`src/rtl/dlle_pkg.sv`:
```
`timescale 1ns / 1ps

package dlle_pkg;

  localparam int NODES_DEF = 16;

  localparam int CMD_W    = 3;
  localparam int ID_W     = 4;
  localparam int STATUS_W = 2;
  localparam int LEN_W    = 5;

  localparam logic [CMD_W-1:0] CMD_APPEND    = 3'd0;
  localparam logic [CMD_W-1:0] CMD_PREPEND   = 3'd1;
  localparam logic [CMD_W-1:0] CMD_POP_FRONT = 3'd2;
  localparam logic [CMD_W-1:0] CMD_POP_BACK  = 3'd3;
  localparam logic [CMD_W-1:0] CMD_CONTAINS  = 3'd4;
  localparam logic [CMD_W-1:0] CMD_REMOVE    = 3'd5;

  localparam logic [STATUS_W-1:0] STATUS_OK      = 2'd0;
  localparam logic [STATUS_W-1:0] STATUS_EMPTY   = 2'd1;
  localparam logic [STATUS_W-1:0] STATUS_PRESENT = 2'd2;

  typedef enum logic [2:0] {
    ST_IDLE,
    ST_START,
    ST_WALK,
    ST_LINK,
    ST_UNLINK,
    ST_DONE
  } state_t;

endpackage

```
`src/rtl/dlle_if.sv`:
```
`timescale 1ns / 1ps

interface dlle_in_if import dlle_pkg::*; ();
  logic             valid;
  logic             ready;
  logic [CMD_W-1:0] cmd;
  logic [ID_W-1:0]  node_id;

  modport source (output valid, cmd, node_id, input ready);
  modport sink (input valid, cmd, node_id, output ready);
endinterface

interface dlle_out_if import dlle_pkg::*; ();
  logic                valid;
  logic                ready;
  logic [STATUS_W-1:0] status;
  logic [ID_W-1:0]     popped_node;
  logic                found;
  logic [LEN_W-1:0]    length;

  modport source (output valid, status, popped_node, found, length, input ready);
  modport sink (input valid, status, popped_node, found, length, output ready);
endinterface

```
`src/rtl/doubly_linked_list_engine.sv`:
```
`timescale 1ns / 1ps

// Doubly linked list over NODES slots, one command per request on in_chan and one
// result per request on out_chan (registered, so a result may wait while the next
// request is taken). Next and previous links live in two one-port-read RAMs; head,
// tail and length sit in registers. A pop on a non-empty list goes from ST_START
// through ST_UNLINK to ST_DONE. Append, prepend, contains and remove first search
// the list from the head, one next-link RAM read per cycle, until they hit the
// node or reach the end of the list.
// The link RAMs need no initialization after reset: only linked slots are read.
module doubly_linked_list_engine import dlle_pkg::*; #(
  parameter int NODES = NODES_DEF
) (
  input  logic          clk,
  input  logic          rst_n,
  dlle_in_if.sink       in_chan,
  dlle_out_if.source    out_chan
);

  localparam int AW = (NODES > 1) ? $clog2(NODES) : 1;
  localparam int LW = $clog2(NODES + 1);
  localparam logic [LW-1:0] NIL = LW'(NODES);

  state_t state_r, state_nxt;

  logic [CMD_W-1:0] cmd_r;
  logic [ID_W-1:0]  id_r;
  logic [LW-1:0]    s_r, s_nxt;
  logic [LW-1:0]    head_r, head_nxt;
  logic [LW-1:0]    tail_r, tail_nxt;
  logic [LW-1:0]    count_r, count_nxt;

  logic [STATUS_W-1:0] res_status_r, res_status_nxt;
  logic [ID_W-1:0]     res_popped_r, res_popped_nxt;
  logic                res_found_r, res_found_nxt;

  logic                out_valid_r, out_valid_nxt;
  logic [STATUS_W-1:0] out_status_r;
  logic [ID_W-1:0]     out_popped_r;
  logic                out_found_r;
  logic [LEN_W-1:0]    out_length_r;

  logic          nm_we, pm_we;
  logic [AW-1:0] nm_waddr, pm_waddr;
  logic [LW-1:0] nm_wdata, pm_wdata;
  logic [AW-1:0] rd_addr;
  logic [LW-1:0] nm_rdata, pm_rdata;

  logic          in_acc;
  logic          out_load;
  logic          id_ok;
  logic [LW-1:0] id_l;
  logic          is_pop;
  logic          is_search;
  logic          is_link_cmd;
  logic          searching;
  logic [LW-1:0] srch_cur;
  logic          srch_hit;
  logic          srch_miss;
  logic [LW-1:0] pop_slot;

  assign in_acc = in_chan.valid && in_chan.ready;
  assign in_chan.ready = (state_r == ST_IDLE);

  assign id_ok       = 32'(id_r) < 32'(NODES);
  assign id_l        = LW'(id_r);
  assign is_pop      = (cmd_r == CMD_POP_FRONT) || (cmd_r == CMD_POP_BACK);
  assign is_link_cmd = (cmd_r == CMD_APPEND) || (cmd_r == CMD_PREPEND);
  assign is_search   = is_link_cmd || (cmd_r == CMD_CONTAINS) || (cmd_r == CMD_REMOVE);
  assign searching   = ((state_r == ST_START) && is_search && id_ok) || (state_r == ST_WALK);
  assign srch_cur    = (state_r == ST_WALK) ? nm_rdata : head_r;
  assign srch_hit    = (srch_cur == id_l);
  assign srch_miss   = (srch_cur == NIL);
  assign pop_slot    = (cmd_r == CMD_POP_FRONT) ? head_r : tail_r;
  assign rd_addr     = is_pop ? pop_slot[AW-1:0] : srch_cur[AW-1:0];
  assign out_load    = (state_r == ST_DONE) && (!out_valid_r || out_chan.ready);

  dlle_link_ram #(.DEPTH(NODES), .AW(AW), .DW(LW)) u_next_ram (
    .clk   (clk),
    .we    (nm_we),
    .waddr (nm_waddr),
    .wdata (nm_wdata),
    .raddr (rd_addr),
    .rdata (nm_rdata)
  );

  dlle_link_ram #(.DEPTH(NODES), .AW(AW), .DW(LW)) u_prev_ram (
    .clk   (clk),
    .we    (pm_we),
    .waddr (pm_waddr),
    .wdata (pm_wdata),
    .raddr (rd_addr),
    .rdata (pm_rdata)
  );

  // next state
  always_comb begin
    state_nxt = state_r;
    unique case (state_r)
      ST_IDLE: begin
        if (in_acc) begin
          state_nxt = ST_START;
        end
      end
      ST_START, ST_WALK: begin
        if (searching) begin
          if (srch_hit) begin
            state_nxt = (cmd_r == CMD_REMOVE) ? ST_UNLINK : ST_DONE;
          end else if (srch_miss) begin
            state_nxt = is_link_cmd ? ST_LINK : ST_DONE;
          end else begin
            state_nxt = ST_WALK;
          end
        end else if (is_pop && (pop_slot != NIL)) begin
          state_nxt = ST_UNLINK;
        end else begin
          state_nxt = ST_DONE;
        end
      end
      ST_LINK: begin
        state_nxt = ST_DONE;
      end
      ST_UNLINK: begin
        state_nxt = ST_DONE;
      end
      ST_DONE: begin
        if (out_load) begin
          state_nxt = ST_IDLE;
        end
      end
      default: begin
        state_nxt = ST_IDLE;
      end
    endcase
  end

  // datapath and link ram writes
  always_comb begin
    nm_we          = 1'b0;
    nm_waddr       = id_l[AW-1:0];
    nm_wdata       = NIL;
    pm_we          = 1'b0;
    pm_waddr       = id_l[AW-1:0];
    pm_wdata       = NIL;
    head_nxt       = head_r;
    tail_nxt       = tail_r;
    count_nxt      = count_r;
    s_nxt          = s_r;
    res_status_nxt = res_status_r;
    res_popped_nxt = res_popped_r;
    res_found_nxt  = res_found_r;

    unique case (state_r)
      ST_START, ST_WALK: begin
        if (state_r == ST_START) begin
          res_status_nxt = STATUS_OK;
          res_popped_nxt = '0;
          res_found_nxt  = 1'b0;
          s_nxt          = is_pop ? pop_slot : id_l;
          if (is_pop && (pop_slot == NIL)) begin
            res_status_nxt = STATUS_EMPTY;
          end
        end
        if (searching) begin
          if (srch_hit) begin
            if (is_link_cmd) begin
              res_status_nxt = STATUS_PRESENT;
            end
            if (cmd_r == CMD_CONTAINS) begin
              res_found_nxt = 1'b1;
            end
          end else if (srch_miss) begin
            if (cmd_r == CMD_APPEND) begin
              nm_we    = 1'b1;
              nm_wdata = NIL;
              pm_we    = 1'b1;
              pm_wdata = tail_r;
            end else if (cmd_r == CMD_PREPEND) begin
              pm_we    = 1'b1;
              pm_wdata = NIL;
              nm_we    = 1'b1;
              nm_wdata = head_r;
            end
          end
        end
      end
      ST_LINK: begin
        count_nxt = count_r + 1'b1;
        if (cmd_r == CMD_APPEND) begin
          if (tail_r != NIL) begin
            nm_we    = 1'b1;
            nm_waddr = tail_r[AW-1:0];
            nm_wdata = id_l;
          end else begin
            head_nxt = id_l;
          end
          tail_nxt = id_l;
        end else begin
          if (head_r != NIL) begin
            pm_we    = 1'b1;
            pm_waddr = head_r[AW-1:0];
            pm_wdata = id_l;
          end else begin
            tail_nxt = id_l;
          end
          head_nxt = id_l;
        end
      end
      ST_UNLINK: begin
        if (pm_rdata != NIL) begin
          nm_we    = 1'b1;
          nm_waddr = pm_rdata[AW-1:0];
          nm_wdata = nm_rdata;
        end
        if (nm_rdata != NIL) begin
          pm_we    = 1'b1;
          pm_waddr = nm_rdata[AW-1:0];
          pm_wdata = pm_rdata;
        end
        if (head_r == s_r) begin
          head_nxt = nm_rdata;
        end
        if (tail_r == s_r) begin
          tail_nxt = pm_rdata;
        end
        if (count_r != '0) begin
          count_nxt = count_r - 1'b1;
        end
        if (is_pop) begin
          res_popped_nxt = ID_W'(s_r);
        end
      end
      default: begin
      end
    endcase
  end

  always_comb begin
    out_valid_nxt = out_valid_r && !out_chan.ready;
    if (out_load) begin
      out_valid_nxt = 1'b1;
    end
  end

  always_ff @(posedge clk) begin
    if (!rst_n) begin
      state_r     <= ST_IDLE;
      head_r      <= NIL;
      tail_r      <= NIL;
      count_r     <= '0;
      out_valid_r <= 1'b0;
    end else begin
      state_r     <= state_nxt;
      head_r      <= head_nxt;
      tail_r      <= tail_nxt;
      count_r     <= count_nxt;
      out_valid_r <= out_valid_nxt;
    end
  end

  always_ff @(posedge clk) begin
    if (in_acc) begin
      cmd_r <= in_chan.cmd;
      id_r  <= in_chan.node_id;
    end
    s_r          <= s_nxt;
    res_status_r <= res_status_nxt;
    res_popped_r <= res_popped_nxt;
    res_found_r  <= res_found_nxt;
    if (out_load) begin
      out_status_r <= res_status_r;
      out_popped_r <= res_popped_r;
      out_found_r  <= res_found_r;
      out_length_r <= LEN_W'(count_r);
    end
  end

  assign out_chan.valid       = out_valid_r;
  assign out_chan.status      = out_status_r;
  assign out_chan.popped_node = out_popped_r;
  assign out_chan.found       = out_found_r;
  assign out_chan.length      = out_length_r;

  a_ends_match_count: assert property (@(posedge clk) disable iff (!rst_n)
    ((head_r == NIL) == (count_r == '0)) && ((tail_r == NIL) == (count_r == '0)))
    else $error("head or tail null state disagrees with length");

  a_single_node: assert property (@(posedge clk) disable iff (!rst_n)
    (count_r == LW'(1)) |-> (head_r == tail_r))
    else $error("one-node list with different head and tail");

  a_accept_starts: assert property (@(posedge clk) disable iff (!rst_n)
    in_acc |=> (state_r == ST_START))
    else $error("accepted request did not start processing");

  a_unlink_nonempty: assert property (@(posedge clk) disable iff (!rst_n)
    (state_r == ST_UNLINK) |-> ((count_r != '0) && (s_r != NIL)))
    else $error("unlink on empty list or null slot");

  a_result_from_done: assert property (@(posedge clk) disable iff (!rst_n)
    $rose(out_valid_r) |-> ($past(state_r) == ST_DONE))
    else $error("result raised outside completion");

endmodule

```
`src/rtl/dlle_link_ram.sv`:
```
`timescale 1ns / 1ps

module dlle_link_ram import dlle_pkg::*; #(
  parameter int DEPTH = NODES_DEF,
  parameter int AW    = 4,
  parameter int DW    = 5
) (
  input  logic          clk,
  input  logic          we,
  input  logic [AW-1:0] waddr,
  input  logic [DW-1:0] wdata,
  input  logic [AW-1:0] raddr,
  output logic [DW-1:0] rdata
);

  logic [DW-1:0] mem [DEPTH];
  logic [DW-1:0] rdata_r;

  always_ff @(posedge clk) begin
    if (we) begin
      mem[waddr] <= wdata;
    end
  end

  always_ff @(posedge clk) begin
    rdata_r <= mem[raddr];
  end

  assign rdata = rdata_r;

endmodule
```
`src/flat_wrapper.sv`:
```
// flat-port wrapper written by rule: the top's interface ports become plain ports
module doubly_linked_list_engine_flat import dlle_pkg::*;
#(
  parameter int NODES = NODES_DEF
)
  (clk, rst_n, in_chan_valid, in_chan_cmd, in_chan_node_id, in_chan_ready, out_chan_valid, out_chan_status, out_chan_popped_node, out_chan_found, out_chan_length, out_chan_ready);
  dlle_in_if in_chan_i ();
  dlle_out_if out_chan_i ();
  input  logic clk;
  input  logic rst_n;
  input wire logic [$bits(in_chan_i.valid)-1:0] in_chan_valid;
  input wire logic [$bits(in_chan_i.cmd)-1:0] in_chan_cmd;
  input wire logic [$bits(in_chan_i.node_id)-1:0] in_chan_node_id;
  output wire logic [$bits(in_chan_i.ready)-1:0] in_chan_ready;
  output wire logic [$bits(out_chan_i.valid)-1:0] out_chan_valid;
  output wire logic [$bits(out_chan_i.status)-1:0] out_chan_status;
  output wire logic [$bits(out_chan_i.popped_node)-1:0] out_chan_popped_node;
  output wire logic [$bits(out_chan_i.found)-1:0] out_chan_found;
  output wire logic [$bits(out_chan_i.length)-1:0] out_chan_length;
  input wire logic [$bits(out_chan_i.ready)-1:0] out_chan_ready;
  assign in_chan_i.valid = in_chan_valid;
  assign in_chan_i.cmd = in_chan_cmd;
  assign in_chan_i.node_id = in_chan_node_id;
  assign in_chan_ready = in_chan_i.ready;
  assign out_chan_valid = out_chan_i.valid;
  assign out_chan_status = out_chan_i.status;
  assign out_chan_popped_node = out_chan_i.popped_node;
  assign out_chan_found = out_chan_i.found;
  assign out_chan_length = out_chan_i.length;
  assign out_chan_i.ready = out_chan_ready;
  doubly_linked_list_engine #(.NODES(NODES)) u_core (.clk(clk), .rst_n(rst_n), .in_chan(in_chan_i), .out_chan(out_chan_i));
endmodule
```
`config.mk`:
```
export PLATFORM = sky130hd
export DESIGN_NAME = doubly_linked_list_engine_flat
export DESIGN_NICKNAME = d
export VERILOG_FILES = /design/src/rtl/dlle_pkg.sv /design/src/rtl/dlle_if.sv /design/src/rtl/doubly_linked_list_engine.sv /design/src/rtl/dlle_link_ram.sv /design/src/flat_wrapper.sv
export SDC_FILE = /design/constraint.sdc
export NUM_CORES = 1
export LEC_CHECK = 0
export BUFFER_PORTS_ARGS = -buffer_cell sky130_fd_sc_hd__clkbuf_2
export CAP_MARGIN = 5
export CELL_PAD_IN_SITES_DETAIL_PLACEMENT = 1
export CELL_PAD_IN_SITES_GLOBAL_PLACEMENT = 2
export CORE_UTILIZATION = 39
export CTS_CLUSTER_DIAMETER = 50
export CTS_CLUSTER_SIZE = 40
export DETAILED_ROUTE_END_ITERATION = 8
export PLACE_DENSITY = 0.87
export SKIP_CTS_REPAIR_TIMING = 1
export SLEW_MARGIN = 10
export SYNTH_ARGS = -nofsm -noshare
export SYNTH_HDL_FRONTEND = slang
export SYNTH_SLANG_ARGS = --single-unit
```
`constraint.sdc`:
```
create_clock -name clk -period 2.5 [get_ports clk]
set_input_delay 0 -clock clk [delete_from_list [all_inputs] [get_ports clk]]
set_output_delay 0 -clock clk [all_outputs]
set_load 0.02 [all_outputs]
```
==> Yosys cells after proc, flatten, opt, wreduce, memory -nomap -nowiden <==
Memories as Yosys holds them, arrays and structs flattened. A register that Yosys moved wholly into a read port is not among the register bits.
Cells that the tools add are included.
{ "word_totals": {"n_memories": 2, "mem_bits_rw": 160, "ff_bits": 50} }
{ "mem_list": {"columns": ["memory", "depth", "word_bits", "read_ports", "rd_clocked_by_memory_dff", "wr", "line", "rtl"], "rows": [
  ["u_core.u_next_ram.mem", 16, 5, 1, 1, 1, "dlle_link_ram.sv:16", "logic [DW-1:0] mem [DEPTH];"],
  ["u_core.u_prev_ram.mem", 16, 5, 1, 1, 1, "dlle_link_ram.sv:16", null]
]} }
{ "op_classes": {"add_sub_neg": 2, "eq_ne": 29, "reduce_logical": 27, "n_mux": 78} }
{ "op_table": {"columns": ["cell", "count"], "rows": [
  ["$mux W5", 24],
  ["$mux W4", 10],
  ["$pmux W5 S2", 3],
  ["$pmux W5 S3", 2],
  ["$ne A5 B5 Y1 const B", 5],
  ["$pmux W4 S2", 3],
  ["$mux W1", 23],
  ["$mux W3", 6],
  ["$eq A3 B2 Y1 const B", 4],
  ["$eq A3 B3 Y1 const B", 4],
  ["$ne A2 B1 Y1 const B", 6],
  ["$pmux W3 S4", 1],
  ["$eq A5 B5 Y1", 2],
  ["$eq A5 B5 Y1 const B", 2],
  ["$reduce_and A3 Y1", 3],
  ["$mux W2", 4],
  ["$eq A3 B1 Y1 const B", 2],
  ["$logic_and A1 B1 Y1", 6],
  ["$logic_not A3 Y1", 2],
  ["$logic_or A1 B1 Y1", 6],
  ["$pmux W1 S3", 2],
  ["$reduce_and A2 Y1", 3],
  ["$add A5 B1 Y5 const B", 1],
  ["$eq A5 B4 Y1", 1],
  ["8 further kinds", 11]
]} }

==> Longest topological paths before layout <==
{ "logic_depth": {"word_depth": 10, "ltp_mapped": 12, "ltp_nobuf": 9} }

==> By module <==
From an unflattened synthesis, not the netlist that was laid out.
{ "unflattened": {"hier_cells": 646, "hier_area_um2": 9516.6} }
{ "modules_own_cells": {"columns": ["module", "cells_each", "instances", "area_each_um2"], "rows": [
  ["dlle_link_ram", 155, 2, 3213.1],
  ["doubly_linked_list_engine", 336, 1, 3090.5]
]} }

==> Worst setup path after synthesis <==
No wires, ideal clock.
{ "synth_path": {"path_type": "reg2reg", "start": "register u_core.state_r[1]", "end": "register u_core.count_r[4]", "setup_ns": 0.115, "path_buffers": 3, "synth_period_minus_slack_ns": 2.755, "path_slack_ns": -0.255, "required_time_ns": 2.385, "arrival_time_ns": 2.640, "stages_incl_launch_ff": 13, "path_cell_list": "dfxtp_1 > or3b_1 > buf_6 > clkinv_2 > clkbuf_1 > buf_1 > ha_1 > nor2b_1 > o21a_1 > or3_1 > nand3_1 > xnor2_1 > and2_1"} }
{ "synth_via": {"elab_chain_cells": 3, "word_cells_on_any_way": 6, "cone_classes": "3 x eq/ne; 1 x mux; 2 x reduce/logical"} }
{ "synth_rtl": {"columns": ["element", "line", "rtl"], "rows": [
  ["start, declared", "doubly_linked_list_engine.sv:24", "state_t state_r, state_nxt;"],
  ["start signal, assigned", "doubly_linked_list_engine.sv:253", "state_r <= state_nxt;"],
  ["$eq A3 B3 Y1 / $eq A3 B2 Y1 (equally long branches)", "doubly_linked_list_engine.sv:153", "unique case (state_r)"],
  ["$ne A2 B1 Y1 (no source line) / $reduce_bool A2 Y1 (equally long branches)", null, null],
  ["$reduce_and A2 Y1 (no source line)", null, null],
  ["end signal, assigned", "doubly_linked_list_engine.sv:256", "count_r <= count_nxt;"],
  ["end, declared", "doubly_linked_list_engine.sv:31", "logic [LW-1:0] count_r, count_nxt;"]
]} }
Several ways; a longest one is shown, not always the timed one.
A chain may end at the register's enable or synchronous reset.

==> Worst setup path in the final report <==
{ "layout_path": {"start": "register u_core.head_r[2]", "end": "memory u_core.u_prev_ram.mem[5][3] (enable)"} }
{ "layout_via": {"elab_chain_cells": 8, "word_cells_on_any_way": 15, "cone_classes": "3 x eq/ne; 12 x mux"} }
{ "layout_rtl": {"columns": ["element", "line", "rtl"], "rows": [
  ["start, declared", "doubly_linked_list_engine.sv:29", "logic [LW-1:0] head_r, head_nxt;"],
  ["start signal, assigned", "doubly_linked_list_engine.sv:254", "head_r <= head_nxt;"],
  ["$mux W5", "doubly_linked_list_engine.sv:71", "assign srch_cur = (state_r == ST_WALK) ? nm_rdata : head_r;"],
  ["$eq A5 B5 Y1", "doubly_linked_list_engine.sv:73", "assign srch_miss = (srch_cur == NIL);"],
  ["$mux W1", "doubly_linked_list_engine.sv:172", "end else if (srch_miss) begin"],
  ["$mux W1", "doubly_linked_list_engine.sv:165", "if (srch_hit) begin"],
  ["$mux W1", "doubly_linked_list_engine.sv:164", "if (searching) begin"],
  ["$pmux W1 S3", "doubly_linked_list_engine.sv:153", null],
  ["$mux W1", "dlle_link_ram.sv:20", "if (we) begin"],
  ["$mux W1 (implied by the code)", "dlle_link_ram.sv:21", "mem[waddr] <= wdata;"],
  ["end, declared", "dlle_link_ram.sv:16", null]
]} }
Several ways; a longest one is shown, not always the timed one.

==> out/qor.yml <==
finish:
  final_common_cell: "edfxtp_1"
  num-nets-final: 1015
  final_area_sq_mm: 0.0134
  syn_to_final_growth_pct: 33.8
  layout_common_cells: "191 x edfxtp_1, 126 x buf_4, 61 x nand2_1, 40 x nand3_1"
  drive_above_1_share_pct: 33.0
  diodes: 0
synthesis:
  synth_ff_type: "edfxtp_1"
  yosys_warnings: 0
  ys_seq_area_share_pct: 62.9
  synth_edf_count: 191
  ys_ff_latch: 220
  syn-num-nets: 846
  synth_cells: 831
  async_reset_ff_share_pct: 0
  syn-mean-instance-area_sq_um: 12.1
  syn-cell-area_sq_mm: 0.0100
  synth_cell_type_count: 70
floorplan:
  initial_utilization_pct: 39.8
  ioPinCount: 25
  die_area_sq_mm: 0.0264
  core_area_sq_mm: 0.0253
  rows: 58
  dieWidth_um: 162
  fp.dieH_um: 162
timing:
  tns_ns: -1.73
  finalHoldViolations: 0
  fin_crit_sh_pct: 103
  worst_clock_skew_ns: 0.0172
  whs_ns: 0.175
  finalMaxSlewViolations: 0
  layout_setup_ws_ns: -0.0770
  grt_setup_unrepaired: "true"
  fmax_ghz: 0.388
  finalSetupViolCount: 39
  fin_crit_ns: 2.58
  tightest_slew_ns: 0.627
  max-slew-margin-rel_pct: 58.2
routing:
  firstDrtPassIters: 5
  drt-initial-drc-count: 594
  wl_mm: 32.9
  wl_per_cell_um: 24.4
  drtAntennaViolNets: 0
  drc: 0
  vias_per_cell: 5.78
  num_vias: 7792
worst_setup_path:
  crit_top_cell: "buf_6"
  crit_family: "simple AND/OR/NAND/NOR gates"
  worst_setup_path_start_kind: "flip-flop"
  critPathMaxFanout: 5
  cp.required_ns: 2.77
  crit_arrival_ns: 2.85
  path_buf_inv: 3
  end_kind: "flip-flop"
  slowest_stage: "or4b_4"
  worstSetupPathType: "flip-flop to flip-flop"
  path_cells: "or4b_4 -> o2111a_2 -> buf_6 -> a222oi_1 -> buf_4 -> nand2b_4 -> nor2_4 -> buf_6"
  slowest_delay_ns: 0.59
grt:
  antenna_found_initial: 0
  grt_max_degree: 35
  grt_usage_pct: 24.0
  grt_pass1_wl_mm: 47.9
  overflow: 0
  grt_pass1_vias: 7990
placement:
  place_hpwl_mm: 21.4
  gp_congestion: 0.875
  io_buffers: 24
  dpl_cell_area_sq_mm: 0.0116
clock_tree:
  cts_tree: "yes"
  htree_levels: 1
  clock_sinks: 220
  insertion_delay_ns: 0.56
  clockBufferDepth: 3
  cts.clk_slew.worst_paths_ns: 0.07
  cts_buffers: 25
  cts_root_buffer: "clkbuf_16"
job:
  cap_violations: 0
status:
  status: "finished, violations left"
  violations: "setup timing"
power:
  ir_drop_mv: 0.549
  p_leak_nw: 5.16
  power_density_mw_per_mm2: 760
hold_path:
  min_path_type: "input pin to flip-flop"
[metal layers]
layer	routed length [um]	track usage, %
met1	14400	32.4
met5	0	0
met3	1570	3.00
met2	16200	40.1
met4	768	7.25
[Yosys cell counts (all sizes together), types with 2 or more instances]
library cell / instances / area share, %
ha: 3 / 0.37
nand2: 64 / 2.4
mux2i: 14 / 1.4
nand3b: 4 / 0.30
a21o: 25 / 1.9
or3: 2 / 0.12
a221o: 10 / 1.0
a31oi: 11 / 0.69
a21oi: 40 / 2.0
o221a: 2 / 0.22
nand3: 44 / 2.2
o21a: 4 / 0.30
clkbuf: 36 / 1.3
or4b: 3 / 0.34
xor2: 14 / 1.2
nor2b: 13 / 0.81
o211a: 4 / 0.40
nor2: 59 / 2.2
nor4: 5 / 0.31
xnor2: 8 / 0.70
nor3: 7 / 0.35
dfxtp: 29 / 5.8
and2: 12 / 0.75
a211o: 30 / 2.6
a21boi: 14 / 1.0
nor3b: 2 / 0.26
o22ai: 3 / 0.19
o21ai: 40 / 2.0
edfxtp: 191 / 57
o31ai: 2 / 0.15
buf: 26 / 1.5
inv: 10 / 0.37
a222oi: 2 / 0.20
o221ai: 2 / 0.17
o311ai: 9 / 0.78
a211oi: 12 / 0.90
or3b: 2 / 0.17
a22oi: 2 / 0.15
o32ai: 2 / 0.17
nand2b: 8 / 0.50
o211ai: 5 / 0.42
and3: 30 / 1.9
a32oi: 9 / 0.78
[area by class of cell]
cell class,count,area [sq um]
fillers,2559,11800
flip-flops and latches,220,6320
multi-input cells,538,3890
repair buffers,204,1890
clock buffers,26,639
well taps,330,413
clock inverters,20,244
inverters,11,43.8
[cells by family after synthesis]
logic type	share of synthesized area, %
compound gates	16.7
fa+ha+maj	0.573
mux	1.39
flops	62.9
buf+inv	3.29
xor+xnor	1.92
simple gates	13.2
[where the power goes]
| part | switching, W | internal [W] | total (W) |
|---|---|---|---|
| clock | 0.00171 | 0.00217 | 0.00388 |
| sequential | 0.000117 | 0.00422 | 0.00434 |
| combinational | 0.00116 | 0.000830 | 0.00199 |
[flip-flops by register name, indices dropped and copies added, names as in the netlist, 5 cells and up]
signal	cells
u_core.u_next_ram.mem	80
u_core.u_prev_ram.mem	80
u_core.count_r	5
u_core.head_r	5
u_core.out_chan.length	5
u_core.s_r	5
u_core.tail_r	5
u_core.u_next_ram.rdata	5
u_core.u_prev_ram.rdata	5
[worst paths after layout]
kind / startpoint / end / slack (ns) / cells past startpoint
setup / recovery: u_core.head_r[2] / u_core.u_prev_ram.mem[5][3] / -0.08 / 8
hold / removal: in_chan_node_id[2] / u_core.id_r[2] / 0.18 / 2
setup reg to reg: u_core.head_r[2] / u_core.u_prev_ram.mem[5][3] / -0.08 / 8
hold reg to reg: u_core.res_popped_r[0] / u_core.out_chan.popped_node[0] / 0.42 / 0
[metrics by stage]
stage               utilization [%]  worst slack, ns  std cells  total power (W)
floorplan                         -           0.0183        831          0.00521
global placement               45.9           -0.167       1261          0.00596
detailed placement             45.9           -0.261       1261          0.00601
CTS                            49.4           -0.230       1307          0.00988
global route                   53.2           -0.121       1349           0.0105
finish                         53.2          -0.0770       1349           0.0102
Power figures use the tool's default switching activity.
